## src/rtl/sdp_pkg.sv

```systemverilog
// Shared constants and request codes for the step/direction pulse generator.
`default_nettype none

package sdp_pkg;

  localparam int POSITION_BITS_DEF = 24;
  localparam int DATA_W            = 32;
  localparam int ADDR_W            = 3;

  typedef enum logic [1:0] {
    REQ_TICK = 2'd0,
    REQ_MOVE = 2'd1,
    REQ_HALT = 2'd2
  } req_t;

  typedef enum logic {
    REG_ABS_MODE = 1'b0,
    REG_MAX_POS  = 1'b1
  } reg_idx_t;

endpackage

`default_nettype wire

```

## src/rtl/sdp_if.sv

```systemverilog
// Request and result channel interfaces for the step/direction pulse generator.
`default_nettype none

interface sdp_in_if #(
  parameter int POSITION_BITS = sdp_pkg::POSITION_BITS_DEF
);
  logic                      valid;
  logic                      ready;
  logic [1:0]                req_type;
  logic signed [POSITION_BITS:0] move_value;

  modport source (output valid, output req_type, output move_value, input ready);
  modport sink   (input valid, input req_type, input move_value, output ready);
endinterface

interface sdp_out_if #(
  parameter int POSITION_BITS = sdp_pkg::POSITION_BITS_DEF
);
  logic                     valid;
  logic                     ready;
  logic                     step_level;
  logic                     direction;
  logic                     busy_res;
  logic                     done_res;
  logic [POSITION_BITS-1:0] position;

  modport source (output valid, output step_level, output direction, output busy_res,
                  output done_res, output position, input ready);
  modport sink   (input valid, input step_level, input direction, input busy_res,
                  input done_res, input position, output ready);
endinterface

`default_nettype wire

```

## src/rtl/step_dir_pulse_generator.sv

```systemverilog
// Step/direction pulse generator: motion state, result register and APB register port.
// Each result is registered straight from its request transfer.
// Throughput: one request per cycle while out_ch is not stalled; the state update
// is one compare and increment/decrement pass on the position and target registers.
// The result register frees itself when its transfer completes, so a new
// request is taken in the same cycle as the old result leaves.
// Reset (rst_n low, synchronous): motion state cleared, absolute mode on, limit all ones.
`default_nettype none

module step_dir_pulse_generator #(
  parameter int POSITION_BITS = sdp_pkg::POSITION_BITS_DEF
) (
  input  wire logic                        clk,
  input  wire logic                        rst_n,
  sdp_in_if.sink                           in_ch,
  sdp_out_if.source                        out_ch,
  input  wire logic                        psel,
  input  wire logic                        penable,
  input  wire logic                        pwrite,
  input  wire logic [sdp_pkg::ADDR_W-1:0]  paddr,
  input  wire logic [sdp_pkg::DATA_W-1:0]  pwdata,
  output logic      [sdp_pkg::DATA_W-1:0]  prdata,
  output logic                             pready
);
  import sdp_pkg::*;

  localparam int PW = POSITION_BITS;
  localparam logic signed [PW:0] MV_ONE = (PW+1)'(1);

  logic                   abs_mode_r;
  logic [PW-1:0]          max_pos_r;
  logic [PW-1:0]          pos_r, pos_nxt;
  logic signed [PW:0]     tor_r, tor_nxt;
  logic                   phase_r, phase_nxt;
  logic                   halt_r, halt_nxt;
  logic                   running_r, running_nxt;
  logic                   step_r, step_nxt;
  logic                   dir_r, dir_nxt;
  logic                   done_nxt;
  logic                   out_valid_r;
  logic                   out_step_r, out_dir_r, out_busy_r, out_done_r;
  logic [PW-1:0]          out_pos_r;
  logic                   in_xfer;
  logic                   cfg_wr;
  logic signed [PW:0]     pos_ext;
  logic                   stepped;

  assign in_ch.ready = !out_valid_r || out_ch.ready;
  assign in_xfer     = in_ch.valid && in_ch.ready;
  assign pready      = 1'b1;
  assign cfg_wr      = psel && penable && pwrite && pready;
  assign pos_ext     = signed'({1'b0, pos_r});

  always_comb begin
    prdata = '0;
    case (reg_idx_t'(paddr[2]))
      REG_ABS_MODE: prdata = DATA_W'(abs_mode_r);
      REG_MAX_POS:  prdata = DATA_W'(max_pos_r);
      default:      prdata = '0;
    endcase
  end

  always_comb begin
    pos_nxt     = pos_r;
    tor_nxt     = tor_r;
    phase_nxt   = phase_r;
    halt_nxt    = halt_r;
    running_nxt = running_r;
    step_nxt    = step_r;
    dir_nxt     = dir_r;
    done_nxt    = 1'b0;
    stepped     = 1'b0;
    case (in_ch.req_type)
      REQ_TICK: begin
        if (running_r) begin
          if (abs_mode_r) begin
            if (tor_r > pos_ext) begin
              if (max_pos_r > pos_r) begin
                dir_nxt   = 1'b0;
                phase_nxt = !phase_r;
                step_nxt  = !phase_r;
                stepped   = phase_r;
                if (stepped) begin
                  pos_nxt = pos_r + PW'(1);
                  if (halt_r) begin
                    halt_nxt = 1'b0;
                    tor_nxt  = signed'({1'b0, pos_nxt});
                  end
                end
              end else begin
                tor_nxt = pos_ext;
              end
            end else if (tor_r < pos_ext) begin
              if (pos_r != '0) begin
                dir_nxt   = 1'b1;
                phase_nxt = !phase_r;
                step_nxt  = !phase_r;
                stepped   = phase_r;
                if (stepped) begin
                  pos_nxt = pos_r - PW'(1);
                  if (halt_r) begin
                    halt_nxt = 1'b0;
                    tor_nxt  = signed'({1'b0, pos_nxt});
                  end
                end
              end else begin
                tor_nxt = pos_ext;
              end
            end else begin
              running_nxt = 1'b0;
              halt_nxt    = 1'b0;
              done_nxt    = 1'b1;
            end
          end else begin
            if (tor_r != '0) begin
              dir_nxt   = tor_r[PW];
              phase_nxt = !phase_r;
              step_nxt  = !phase_r;
              stepped   = phase_r;
              if (stepped) begin
                tor_nxt = tor_r[PW] ? (tor_r + MV_ONE) : (tor_r - MV_ONE);
                if (halt_r) begin
                  halt_nxt = 1'b0;
                  tor_nxt  = '0;
                end
              end
            end else begin
              running_nxt = 1'b0;
              halt_nxt    = 1'b0;
              done_nxt    = 1'b1;
            end
          end
        end
      end
      REQ_MOVE: begin
        tor_nxt     = in_ch.move_value;
        running_nxt = 1'b1;
        halt_nxt    = 1'b0;
      end
      REQ_HALT: begin
        if (running_r) begin
          halt_nxt = 1'b1;
        end
      end
      default: begin
      end
    endcase
  end

  always_ff @(posedge clk) begin
    if (!rst_n) begin
      abs_mode_r  <= 1'b1;
      max_pos_r   <= '1;
      pos_r       <= '0;
      tor_r       <= '0;
      phase_r     <= 1'b0;
      halt_r      <= 1'b0;
      running_r   <= 1'b0;
      step_r      <= 1'b0;
      dir_r       <= 1'b0;
      out_valid_r <= 1'b0;
    end else begin
      if (cfg_wr) begin
        case (reg_idx_t'(paddr[2]))
          REG_ABS_MODE: abs_mode_r <= pwdata[0];
          REG_MAX_POS:  max_pos_r  <= pwdata[PW-1:0];
          default: begin
          end
        endcase
      end
      if (in_xfer) begin
        pos_r       <= pos_nxt;
        tor_r       <= tor_nxt;
        phase_r     <= phase_nxt;
        halt_r      <= halt_nxt;
        running_r   <= running_nxt;
        step_r      <= step_nxt;
        dir_r       <= dir_nxt;
        out_valid_r <= 1'b1;
      end else if (out_ch.ready) begin
        out_valid_r <= 1'b0;
      end
    end
  end

  always_ff @(posedge clk) begin
    if (in_xfer) begin
      out_step_r <= step_nxt;
      out_dir_r  <= dir_nxt;
      out_busy_r <= running_nxt;
      out_done_r <= done_nxt;
      out_pos_r  <= pos_nxt;
    end
  end

  assign out_ch.valid      = out_valid_r;
  assign out_ch.step_level = out_step_r;
  assign out_ch.direction  = out_dir_r;
  assign out_ch.busy_res   = out_busy_r;
  assign out_ch.done_res   = out_done_r;
  assign out_ch.position   = out_pos_r;

  a_step_follows_phase: assert property (@(posedge clk) disable iff (!rst_n)
    step_r == phase_r)
    else $error("step line out of step with pulse phase");

  a_halt_needs_run: assert property (@(posedge clk) disable iff (!rst_n)
    halt_r |-> running_r)
    else $error("halt latched while idle");

  a_done_ends_run: assert property (@(posedge clk) disable iff (!rst_n)
    in_xfer && done_nxt |=> !running_r && !halt_r)
    else $error("done reported while still running");

  a_phase_only_running: assert property (@(posedge clk) disable iff (!rst_n)
    in_xfer && !running_r && !running_nxt |=> phase_r == $past(phase_r))
    else $error("pulse phase moved while idle");

endmodule

`default_nettype wire
```

## src/flat_wrapper.sv

```systemverilog
// flat-port wrapper written by rule: the top's interface ports become plain ports
module step_dir_pulse_generator_flat import sdp_pkg::*;
#(
  parameter int POSITION_BITS = sdp_pkg::POSITION_BITS_DEF
)
  (clk, rst_n, psel, penable, pwrite, paddr, pwdata, prdata, pready, in_ch_valid, in_ch_req_type, in_ch_move_value, in_ch_ready, out_ch_valid, out_ch_step_level, out_ch_direction, out_ch_busy_res, out_ch_done_res, out_ch_position, out_ch_ready);
  sdp_in_if #(.POSITION_BITS(POSITION_BITS)) in_ch_i ();
  sdp_out_if #(.POSITION_BITS(POSITION_BITS)) out_ch_i ();
  input  wire logic clk;
  input  wire logic rst_n;
  input  wire logic psel;
  input  wire logic penable;
  input  wire logic pwrite;
  input  wire logic [sdp_pkg::ADDR_W-1:0] paddr;
  input  wire logic [sdp_pkg::DATA_W-1:0] pwdata;
  output logic      [sdp_pkg::DATA_W-1:0] prdata;
  output logic pready;
  input wire logic [$bits(in_ch_i.valid)-1:0] in_ch_valid;
  input wire logic [$bits(in_ch_i.req_type)-1:0] in_ch_req_type;
  input wire logic [$bits(in_ch_i.move_value)-1:0] in_ch_move_value;
  output wire logic [$bits(in_ch_i.ready)-1:0] in_ch_ready;
  output wire logic [$bits(out_ch_i.valid)-1:0] out_ch_valid;
  output wire logic [$bits(out_ch_i.step_level)-1:0] out_ch_step_level;
  output wire logic [$bits(out_ch_i.direction)-1:0] out_ch_direction;
  output wire logic [$bits(out_ch_i.busy_res)-1:0] out_ch_busy_res;
  output wire logic [$bits(out_ch_i.done_res)-1:0] out_ch_done_res;
  output wire logic [$bits(out_ch_i.position)-1:0] out_ch_position;
  input wire logic [$bits(out_ch_i.ready)-1:0] out_ch_ready;
  assign in_ch_i.valid = in_ch_valid;
  assign in_ch_i.req_type = in_ch_req_type;
  assign in_ch_i.move_value = in_ch_move_value;
  assign in_ch_ready = in_ch_i.ready;
  assign out_ch_valid = out_ch_i.valid;
  assign out_ch_step_level = out_ch_i.step_level;
  assign out_ch_direction = out_ch_i.direction;
  assign out_ch_busy_res = out_ch_i.busy_res;
  assign out_ch_done_res = out_ch_i.done_res;
  assign out_ch_position = out_ch_i.position;
  assign out_ch_i.ready = out_ch_ready;
  step_dir_pulse_generator #(.POSITION_BITS(POSITION_BITS)) u_core (.clk(clk), .rst_n(rst_n), .in_ch(in_ch_i), .out_ch(out_ch_i), .psel(psel), .penable(penable), .pwrite(pwrite), .paddr(paddr), .pwdata(pwdata), .prdata(prdata), .pready(pready));
endmodule
```

## config.mk

```make
export PLATFORM = sky130hd
export DESIGN_NAME = step_dir_pulse_generator_flat
export DESIGN_NICKNAME = d
export VERILOG_FILES = /design/src/rtl/sdp_pkg.sv /design/src/rtl/sdp_if.sv /design/src/rtl/step_dir_pulse_generator.sv /design/src/flat_wrapper.sv
export SDC_FILE = /design/constraint.sdc
export NUM_CORES = 1
export LEC_CHECK = 0
export BUFFER_PORTS_ARGS = -buffer_cell sky130_fd_sc_hd__buf_2
export CORE_ASPECT_RATIO = 0.75
export CORE_MARGIN = 1.5
export CORE_UTILIZATION = 40
export CTS_CLUSTER_DIAMETER = 30
export DETAILED_ROUTE_END_ITERATION = 10
export HOLD_SLACK_MARGIN = 0.08
export PLACE_DENSITY_LB_ADDON = 0.15
export SYNTH_ARGS = -nofsm -noshare
export SYNTH_HDL_FRONTEND = slang
export SYNTH_SLANG_ARGS = --single-unit
```

## constraint.sdc

```tcl
create_clock -name clk -period 6.79 [get_ports clk]
set_clock_uncertainty 0.05 [all_clocks]
set_input_delay 1.6975 -clock clk [delete_from_list [all_inputs] [get_ports clk]]
set_output_delay 1.6975 -clock clk [all_outputs]
set_load 0.1 [all_outputs]
```

==> results of run 1 <==
[worst max-delay path, cell delays in order (launching register included)]
cell      delay (ns)
dfxtp_1         0.54
inv_1           0.26
ha_1            0.37
nand4_1         0.18
nor4_1          0.72
nand2_1         0.27
o21a_1          0.50
mux2_4          0.49
a221oi_4        0.93
buf_4           0.35
o311ai_0        0.17
a21oi_1         0.18
[layer usage]
layer / wire length [um] / GRT usage, % / vias up
met1: 16800 / 43.9 / 4641
met2: 14400 / 41.0 / 402
met3: 2680 / 4.19 / 36
met4: 441 / 5.65 / 0
li1: - / - / 4581
met5: 0 / 0 / -
[registers in the layout, summed over array words and instances (netlist names)]
name	cells
u_core.tor_r	25
u_core.max_pos_r	24
u_core.out_ch.position	24
u_core.pos_r	24
u_core.abs_mode_r	1
u_core.dir_r	1
u_core.halt_r	1
u_core.out_ch.busy_res	1
u_core.out_ch.direction	1
u_core.out_ch.done_res	1
u_core.out_ch.step_level	1
u_core.out_ch.valid	1
u_core.phase_r	1
u_core.running_r	1
u_core.step_r	1
[power by group through the flow]
| stage | Sequential, mW | Clock, mW | Combinational, mW |
|---|---|---|---|
| floorplan | 0.770 | 0 | 0.531 |
| global placement | 0.712 | 0 | 0.787 |
| detailed placement | 0.711 | 0 | 0.790 |
| CTS | 0.697 | 0.608 | 0.794 |
| global route | 0.700 | 0.627 | 0.862 |
| finish | 0.697 | 0.595 | 0.811 |
[metrics by stage]
step / util (%) / power (mW) / hold WS (ns) / instances
global placement: 43.5 / 1.50 / 0.424 / 1539
finish: 45.0 / 2.10 / 0.443 / 1555
CTS: 45.0 / 2.10 / 0.450 / 1555
global route: 45.0 / 2.19 / 0.468 / 1555
detailed placement: 43.5 / 1.50 / 0.439 / 1539
floorplan: - / 1.30 / 0.409 / 1198
[kinds of logic (layout without fill, tap and decap cells)]
group	after synthesis	count (layout)	share of synthesized area [%]
muxes	8	8	0.981
adders and majority gates	79	79	10.7
xor gates and xnor gates	48	48	4.52
DFF	108	108	26.2
and+or+nand+nor	446	446	23.6
other	2	9	0.0807
AOI/OAI and AO/OA	373	373	27.8
buffers and inverters	127	184	6.09
[cell usage in the layout (no fill, tap or decap), drive strengths merged, types with 16 or more instances in the layout]
master,count
nand2,150
buf,128
o21ai,81
dfxtp,80
ha,78
a21oi,78
nand3,64
nor2,63
inv,43
nor3,41
xnor2,38
and2,30
edfxtp,28
o211ai,26
o22ai,24
nand4,22
or3,22
nor4,18
a21o,16
o311ai,16
[area by class of cell]
type | count | area [um^2] | share of cell area, %
multi-input combinational | 963 | 6340 | 61.5
inverter | 40 | 150 | 1.46
timing repair buffer | 128 | 681 | 6.60
clock inverter | 7 | 103 | 0.994
sequential | 108 | 2440 | 23.7
tap | 300 | 375 | 3.64
clock buffer | 9 | 225 | 2.18
[cell usage after synthesis (all sizes together) (7+ instances only)]
cell | instances | area (um^2)
and3 | 8 | 51.3
o21a | 7 | 52.6
o21ai | 81 | 420
dfxtp | 80 | 1600
o22ai | 24 | 150
nor4 | 18 | 140
a21oi | 78 | 394
o311ai | 16 | 140
edfxtp | 28 | 841
a21o | 16 | 120
a221o | 8 | 80.1
nand2b | 10 | 62.6
nand3 | 64 | 325
clkbuf | 60 | 225
nand2 | 150 | 563
inv | 39 | 146
buf | 27 | 191
a31oi | 12 | 75.1
ha | 78 | 976
nor2 | 63 | 241
and2 | 30 | 188
o32ai | 8 | 70.1
a2111oi | 12 | 143
o31ai | 10 | 75.1
nand4 | 22 | 138
a211oi | 12 | 90.1
nor3 | 41 | 205
o221ai | 10 | 93.8
o211ai | 26 | 195
or3 | 22 | 138
xnor2 | 38 | 333
xor2 | 10 | 87.6
[how the worst min path moves through the flow]
| stage | start | endpoint | slack (ns) |
|---|---|---|---|
| 3_5_place_dp | u_core.max_pos_r[6] | u_core.max_pos_r[6] | 0.44 |
| 6_report | u_core.max_pos_r[15] | u_core.max_pos_r[15] | 0.44 |
| 4_1_cts | u_core.max_pos_r[8] | u_core.max_pos_r[8] | 0.45 |
| 3_3_place_gp | u_core.max_pos_r[1] | u_core.max_pos_r[1] | 0.42 |
| 5_1_grt | u_core.max_pos_r[9] | u_core.max_pos_r[9] | 0.47 |
| 2_1_floorplan | u_core.max_pos_r[10] | u_core.max_pos_r[10] | 0.41 |
==> impl_metrics.tcl, run 1 <==
set metrics [dict create \
    outcome "complete, no violations" \
    end_kind "flip-flop" \
    ant_nets 0 \
    antenna_cells 0 \
    syn_area_um2 9310 \
    synthToLayoutAreaGrowth_pct 10.8 \
    power_frac_seq_pct 33.1 \
    crit_type "flip-flop to flip-flop" \
    vias_per_cell 6.21 \
    hold_path.class "flip-flop to flip-flop" \
    startpoint_type "flip-flop" \
    first_iter_violations 1232 \
    globalplace.congestion 0.971 \
    synth_flop_cell "dfxtp_1" \
    place_area_um2 9990 \
    worstPathArrival_ns 5.35 \
    dieArea_um2 24200 \
    postSynthCellCount 1191 \
    fp.dieH_um 135 \
    firstDrtPassIters 6 \
    cp.required_ns 7.03 \
    p_leak_nw 4.10 \
    layout_setup_ws_ns 1.68 \
    grt_start_max_net_pins 69 \
    worst_pin_slew_ns 1.28 \
    cts_tree "done" \
    numCtsBuffers 9 \
    synth-async-reset-ratio_pct 0 \
    cap_violations 0 \
    core-area_um2 22900 \
    rr_startpoint "u_core.pos_r[18]" \
    postCtsSetupBuffers 0 \
    finalCritPeriodShare_pct 75.2 \
    clock_sinks 108 \
    cts-resized-gates 0 \
    endpoint "u_core.tor_r[13]" \
    dp_hpwl_um 26100 \
    cts_max_level 3 \
    die_w_um 179 \
    dpl_worst_slack_ns 1.89 \
    track_usage_pct 28.3 \
    finalSetupViolations 0 \
    slew_headroom_pct 14.5 \
    finalSetupTns_ns 0 \
    p_comb_share_pct 38.6 \
    reg2reg_depth 11 \
    drc 0 \
    max_clock_freq_mhz 196 \
    fillers 2356 \
    ys_seq_elements 108 \
    ir_drop_uv 115 \
    cts_buffer_depth 2 \
    rrSetupSlack_ns 1.68 \
    synth-edff-count 28 \
    ys_seq_area_share_pct 26.2 \
    cts_hold_buf 0 \
    crit_path_start "u_core.pos_r[18]" \
    vias 9660 \
    port_buffers 112 \
    routedWlPerCell_um 22.1 \
    power.switching_mw 0.902 \
    grt_pass1_vias 8705 \
    io_pins 132 \
    period_minus_slack_ns 5.11 \
    grt_first_pass_wirelength_um 52100 \
    synth_cell_types 89 \
    path_max_fanout 24 \
    p_int_mw 1.20 \
    start_util_pct 40.6 \
    sw_frac_of_total_pct 42.9 \
    r2r-end "u_core.tor_r[13]" \
    hold_violations 0 \
    yosys_warnings 0 \
    path_clk_slew_ns 0.08 \
    final_max_slew_viol_count 0 \
    finalNetCount 1398 \
    clk-insertion-delay-late_ns 0.37 \
    antenna_found_initial 0 \
    power_density_nw_per_um2 204 \
    cts-root-buf "clkbuf_16" \
    grt_overflow 0 \
    row_count 48 \
    hold_depth 2 \
    rsz0062_at_grt "no" \
    syn_area_per_cell_um2 7.82 \
    postRouteWirelength_um 34400 \
    drive_gt1_share_pct 13.9 \
    pwr-share-clk_pct 28.3 \
    finish.instance_area_um2 10300 \
]
No activity file was read; power rests on OpenSTA's default activity.
==> inputs of run 2 (changes only) <==
clock period = 4.71 ns   (was 6.79 ns; I/O delays follow)
==> run 2 against run 1 <==
Compared with the run above: worst setup slack worse by 1.0 ns; clock-buffer cell count up 2; sequential cell count unchanged; sequential share of layout area down 0.66 points; utilization up 1.3 points; register-to-register slack worse by 1.0 ns; non-clock buffer count up 43.
==> impl_metrics.tcl, run 2 (synthesized netlist as in run 1, its figures left out) <==
set metrics [dict create \
    vias_per_cell 6.16 \
    power.switching_mw 1.28 \
    finalCritPeriodShare_pct 86.2 \
    synthToLayoutAreaGrowth_pct 14.0 \
    layout_commonest_cell "nand2_1" \
    core-area_um2 22900 \
    crit_type "flip-flop to flip-flop" \
    finalSetupViolations 0 \
    io_pins 132 \
    antenna_found_initial 0 \
    period_minus_slack_ns 4.06 \
    hold_path.class "flip-flop to flip-flop" \
    clk-insertion-delay-late_ns 0.37 \
    rsz0062_at_grt "no" \
    port_buffers 112 \
    drc 0 \
    finish.instance_area_um2 10600 \
    row_count 48 \
    globalplace.congestion 0.974 \
    placedCellCount 1582 \
    postRouteWirelength_um 35100 \
    die_w_um 179 \
    p_comb_share_pct 40.5 \
    path_clk_slew_ns 0.08 \
    startpoint_type "flip-flop" \
    largest_reg_flops 25 \
    cts_buffer_depth 2 \
    grt_start_max_net_pins 45 \
    numCtsBuffers 9 \
    dieArea_um2 24200 \
    cp_slowest_cell "nor2_1" \
    path_cells "inv_1, ha_1, a21oi_1, o21ai_1, a2111oi_4, and3_2, a21oi_2, buf_4, nor2_1, a21oi_1, o21ai_0, o311ai_0" \
    cts-resized-gates 0 \
    hold_violations 0 \
    final_cell_count_no_fill 1598 \
    antenna_cells 0 \
    crit_path_max_incr_delay_ns 0.79 \
    sw_frac_of_total_pct 42.7 \
    worstPathArrival_ns 4.10 \
    path_max_fanout 14 \
    dp_hpwl_um 27200 \
    ant_nets 0 \
    cts_tree "done" \
    outcome "complete, no violations" \
    p_int_mw 1.71 \
    pwr-share-clk_pct 26.0 \
    fp.dieH_um 135 \
    track_usage_pct 29.2 \
    drive_gt1_share_pct 16.7 \
    finalSetupTns_ns 0 \
    finalNetCount 1441 \
    start_util_pct 40.6 \
    place_area_um2 10300 \
    p_leak_nw 4.29 \
    max_clock_freq_mhz 246 \
    cts-root-buf "clkbuf_16" \
    postCtsSetupBuffers 0 \
    first_iter_violations 1051 \
    layout_common_cells "nand2_1, buf_2, dfxtp_1" \
    slew_headroom_pct 32.4 \
    vias 9843 \
    regMostFlops "u_core.tor_r" \
    critical_path.most_common_cell "a21oi_1" \
    clock_sinks 108 \
    grt_pass1_vias 8920 \
    final_max_slew_viol_count 0 \
    cts_max_level 3 \
    power_density_nw_per_um2 282 \
    cts_hold_buf 0 \
    cp.required_ns 4.75 \
    grt_first_pass_wirelength_um 53200 \
    routedWlPerCell_um 21.9 \
    end_kind "flip-flop" \
    rrSetupSlack_ns 0.65 \
    cap_violations 0 \
    grt_overflow 0 \
    firstDrtPassIters 5 \
    ir_drop_uv 254 \
    worst_pin_slew_ns 1.01 \
    power_frac_seq_pct 33.5 \
]
==> run 2: stage by stage <==
step / util [%] / hold slack, ns / setup slack [ns] / power, mW
6_report: 46.3 / 0.438 / 0.651 / 2.99
5_1_grt: 46.3 / 0.459 / 0.251 / 3.12
4_1_cts: 46.3 / 0.442 / 0.674 / 2.98
3_5_place_dp: 45.0 / 0.433 / 0.712 / 2.20
3_3_place_gp: 45.0 / 0.426 / 0.726 / 2.20
2_1_floorplan: - / 0.409 / 0.0401 / 1.88
==> run 2: power by group through the flow <==
| stage | registers [mW] | logic (mW) | clock network [mW] |
|---|---|---|---|
| after CTS | 1.00 | 1.19 | 0.796 |
| after global routing | 1.01 | 1.29 | 0.829 |
| after detailed placement | 1.02 | 1.18 | 0 |
| after global placement | 1.02 | 1.17 | 0 |
| final | 1.00 | 1.21 | 0.779 |
| after floorplan | 1.11 | 0.766 | 0 |
==> run 2: worst max-delay path, delay by kind of cell (launching register included) <==
family                   cells  cell delay, ns
adder cells (fa/ha/maj)      1            0.35
AO/OA/AOI/OAI                7            1.33
AND/OR/NAND/NOR              2            1.08
buffers and inverters        2            0.46
flip-flops                   1            0.52
==> run 2: final timing paths <==
kind                                     startpoint                         end  cells after the start
worst max register to register     u_core.pos_r[18]  u_core.out_ch.position[21]                     12
worst min register to register  u_core.max_pos_r[1]         u_core.max_pos_r[1]                      2
worst min-delay path            u_core.max_pos_r[1]         u_core.max_pos_r[1]                      2
worst max-delay path               u_core.pos_r[18]  u_core.out_ch.position[21]                     12
==> run 2: layer usage <==
metal	global-route usage (%)	share of wire, %
met1	43.3	47
met2	42.8	42
met3	6.28	8.9
met4	6.29	1.5
met5	0	0
==> run 2: cell type report <==
type,count,area [um^2]
clock buffer,11,243
clock inverter,5,45.0
fill,2357,12300
inverter,40,150
multi-input combinational,963,6340
sequential,108,2440
tap,300,375
timing repair buffer,171,1020
==> inputs of run 3 (changes only) <==
PLACE_DENSITY = 0.57   (was unset)
PLACE_DENSITY_LB_ADDON = unset   (was 0.15)
SETUP_SLACK_MARGIN = 0.05   (was unset)
==> run 3 against run 2 <==
Compared with the run above: sequential cell count unchanged; first-iteration DRC count down 9.8%; via count up 0.25%; utilization up 0.21 points; non-clock buffer count up 3; power up 2.0%; sequential power about the same; global-route usage up 0.22 points; sequential share of layout area down 0.10 points; routed wire length up 0.46%; register-to-register slack better by 0.03 ns; largest power group unchanged.
==> impl_metrics.tcl, run 3 (synthesized netlist as in run 1, its figures left out) <==
set metrics [dict create \
    p_leak_nw 4.32 \
    power.switching_mw 1.29 \
    track_usage_pct 29.4 \
    postCtsSetupBuffers 0 \
    pwr-share-clk_pct 27.1 \
    layout_common_cells "nand2_1, buf_2, dfxtp_1" \
    antenna_found_initial 0 \
    finalCritPeriodShare_pct 85.5 \
    fp.dieH_um 135 \
    largest_reg_flops 25 \
    outcome "complete, no violations" \
    grt_overflow 0 \
    whs_ns 0.434 \
    cts-root-buf "clkbuf_16" \
    io_pins 132 \
    die_w_um 179 \
    end_kind "flip-flop" \
    numCtsBuffers 9 \
    whs_endpoint "u_core.max_pos_r[5]" \
    grt_first_pass_wirelength_um 53700 \
    rsz0062_at_grt "no" \
    first_iter_violations 948 \
    rrSetupSlack_ns 0.68 \
    startpoint_type "flip-flop" \
    power_density_nw_per_um2 286 \
    slew_headroom_pct 30.4 \
    grt_start_max_net_pins 68 \
    clock_sinks 108 \
    finalSetupViolations 0 \
    hold_path.class "flip-flop to flip-flop" \
    regMostFlops "u_core.tor_r" \
    placedCellCount 1585 \
    antenna_cells 0 \
    path_max_fanout 11 \
    globalplace.congestion 0.964 \
    grt_pass1_vias 9112 \
    hold_violations 0 \
    vias_per_cell 6.16 \
    drive_gt1_share_pct 17.0 \
    hold_depth 2 \
    r2r-end "u_core.out_ch.position[9]" \
    firstDrtPassIters 5 \
    ant_nets 0 \
    final_max_slew_viol_count 0 \
    max_clock_freq_mhz 248 \
    period_minus_slack_ns 4.03 \
    row_count 48 \
    finalNetCount 1444 \
    finalSetupTns_ns 0 \
    p_comb_share_pct 40.1 \
    cts_buffer_depth 2 \
    cap_violations 0 \
    cts_max_level 3 \
    cts_tree "done" \
    dp_hpwl_um 27100 \
    final_cell_count_no_fill 1601 \
    fillers 2312 \
    worstPathArrival_ns 4.09 \
    vias 9868 \
    worst_pin_slew_ns 1.04 \
    power_frac_seq_pct 32.9 \
    sw_frac_of_total_pct 42.1 \
    dieArea_um2 24200 \
    core-area_um2 22900 \
    p_int_mw 1.77 \
    crit_type "flip-flop to flip-flop" \
    path_clk_slew_ns 0.08 \
    drc 0 \
    hold_start "u_core.max_pos_r[5]" \
    rr_startpoint "u_core.pos_r[18]" \
    cts_hold_buf 0 \
    start_util_pct 40.6 \
    postRouteWirelength_um 35200 \
    cts-resized-gates 0 \
    reg2reg_depth 11 \
    port_buffers 112 \
    clk-insertion-delay-late_ns 0.38 \
    cp.required_ns 4.77 \
    routedWlPerCell_um 22.0 \
    synthToLayoutAreaGrowth_pct 14.5 \
    ir_drop_uv 207 \
    crit_path_start "u_core.pos_r[18]" \
    layout_commonest_cell "nand2_1" \
]
-- run 3: per-layer routing --
layer / GRT usage, % / part of all wire, %
met3: 5.80 / 8.1
met2: 42.4 / 42
met1: 43.9 / 48
met5: 0 / 0
met4: 7.94 / 2.0
-- run 3: worst max path at each step --
stage                                end  slack [ns]  cells after the start
2_1_floorplan            u_core.pos_r[3]        0.77                      6
3_3_place_gp            u_core.tor_r[23]        0.83                     12
4_1_cts                 u_core.tor_r[14]        0.78                     13
3_5_place_dp   u_core.out_ch.position[9]        0.81                     11
6_report       u_core.out_ch.position[9]        0.68                     11
5_1_grt                  u_core.tor_r[0]        0.38                     12
-- run 3: worst max-delay path: stages, from the launching register on --
cell and delay, ns:
dfxtp_1 0.53, inv_1 0.26, ha_1 0.36, nand4_1 0.29, nor4_4 0.42, nand2b_1 0.19, a21oi_2 0.43, buf_4 0.28
or3_1 0.39, o22ai_1 0.13, a21boi_0 0.30, o22ai_1 0.14
-- run 3: area by class of cell --
cell class | instances | area, um^2 | area share (%)
Tap cell | 300 | 375 | 3.52
Clock inverter | 4 | 35.0 | 0.329
Sequential cell | 108 | 2440 | 22.9
Timing Repair Buffer | 174 | 1040 | 9.74
Multi-Input combinational cell | 963 | 6340 | 59.5
Clock buffer | 12 | 278 | 2.61
Inverter | 40 | 150 | 1.41
-- run 3: stage by stage --
step           area (um^2)  util, %  setup WS, ns  power (mW)
2_1_floorplan         9340        -         0.774        1.88
3_3_place_gp         10300     45.1         0.828        2.21
3_5_place_dp         10300     45.1         0.808        2.21
4_1_cts              10700     46.5         0.777        3.04
5_1_grt              10700     46.5         0.378        3.19
6_report             10700     46.5         0.682        3.05
-- run 3: power groups by stage --
| stage | clock network [mW] | logic [mW] | registers (mW) |
|---|---|---|---|
| global placement | 0 | 1.19 | 1.02 |
| CTS | 0.838 | 1.20 | 1.00 |
| global route | 0.879 | 1.30 | 1.01 |
| finish | 0.826 | 1.22 | 1.00 |
| floorplan | 0 | 0.766 | 1.11 |
| detailed placement | 0 | 1.19 | 1.02 |
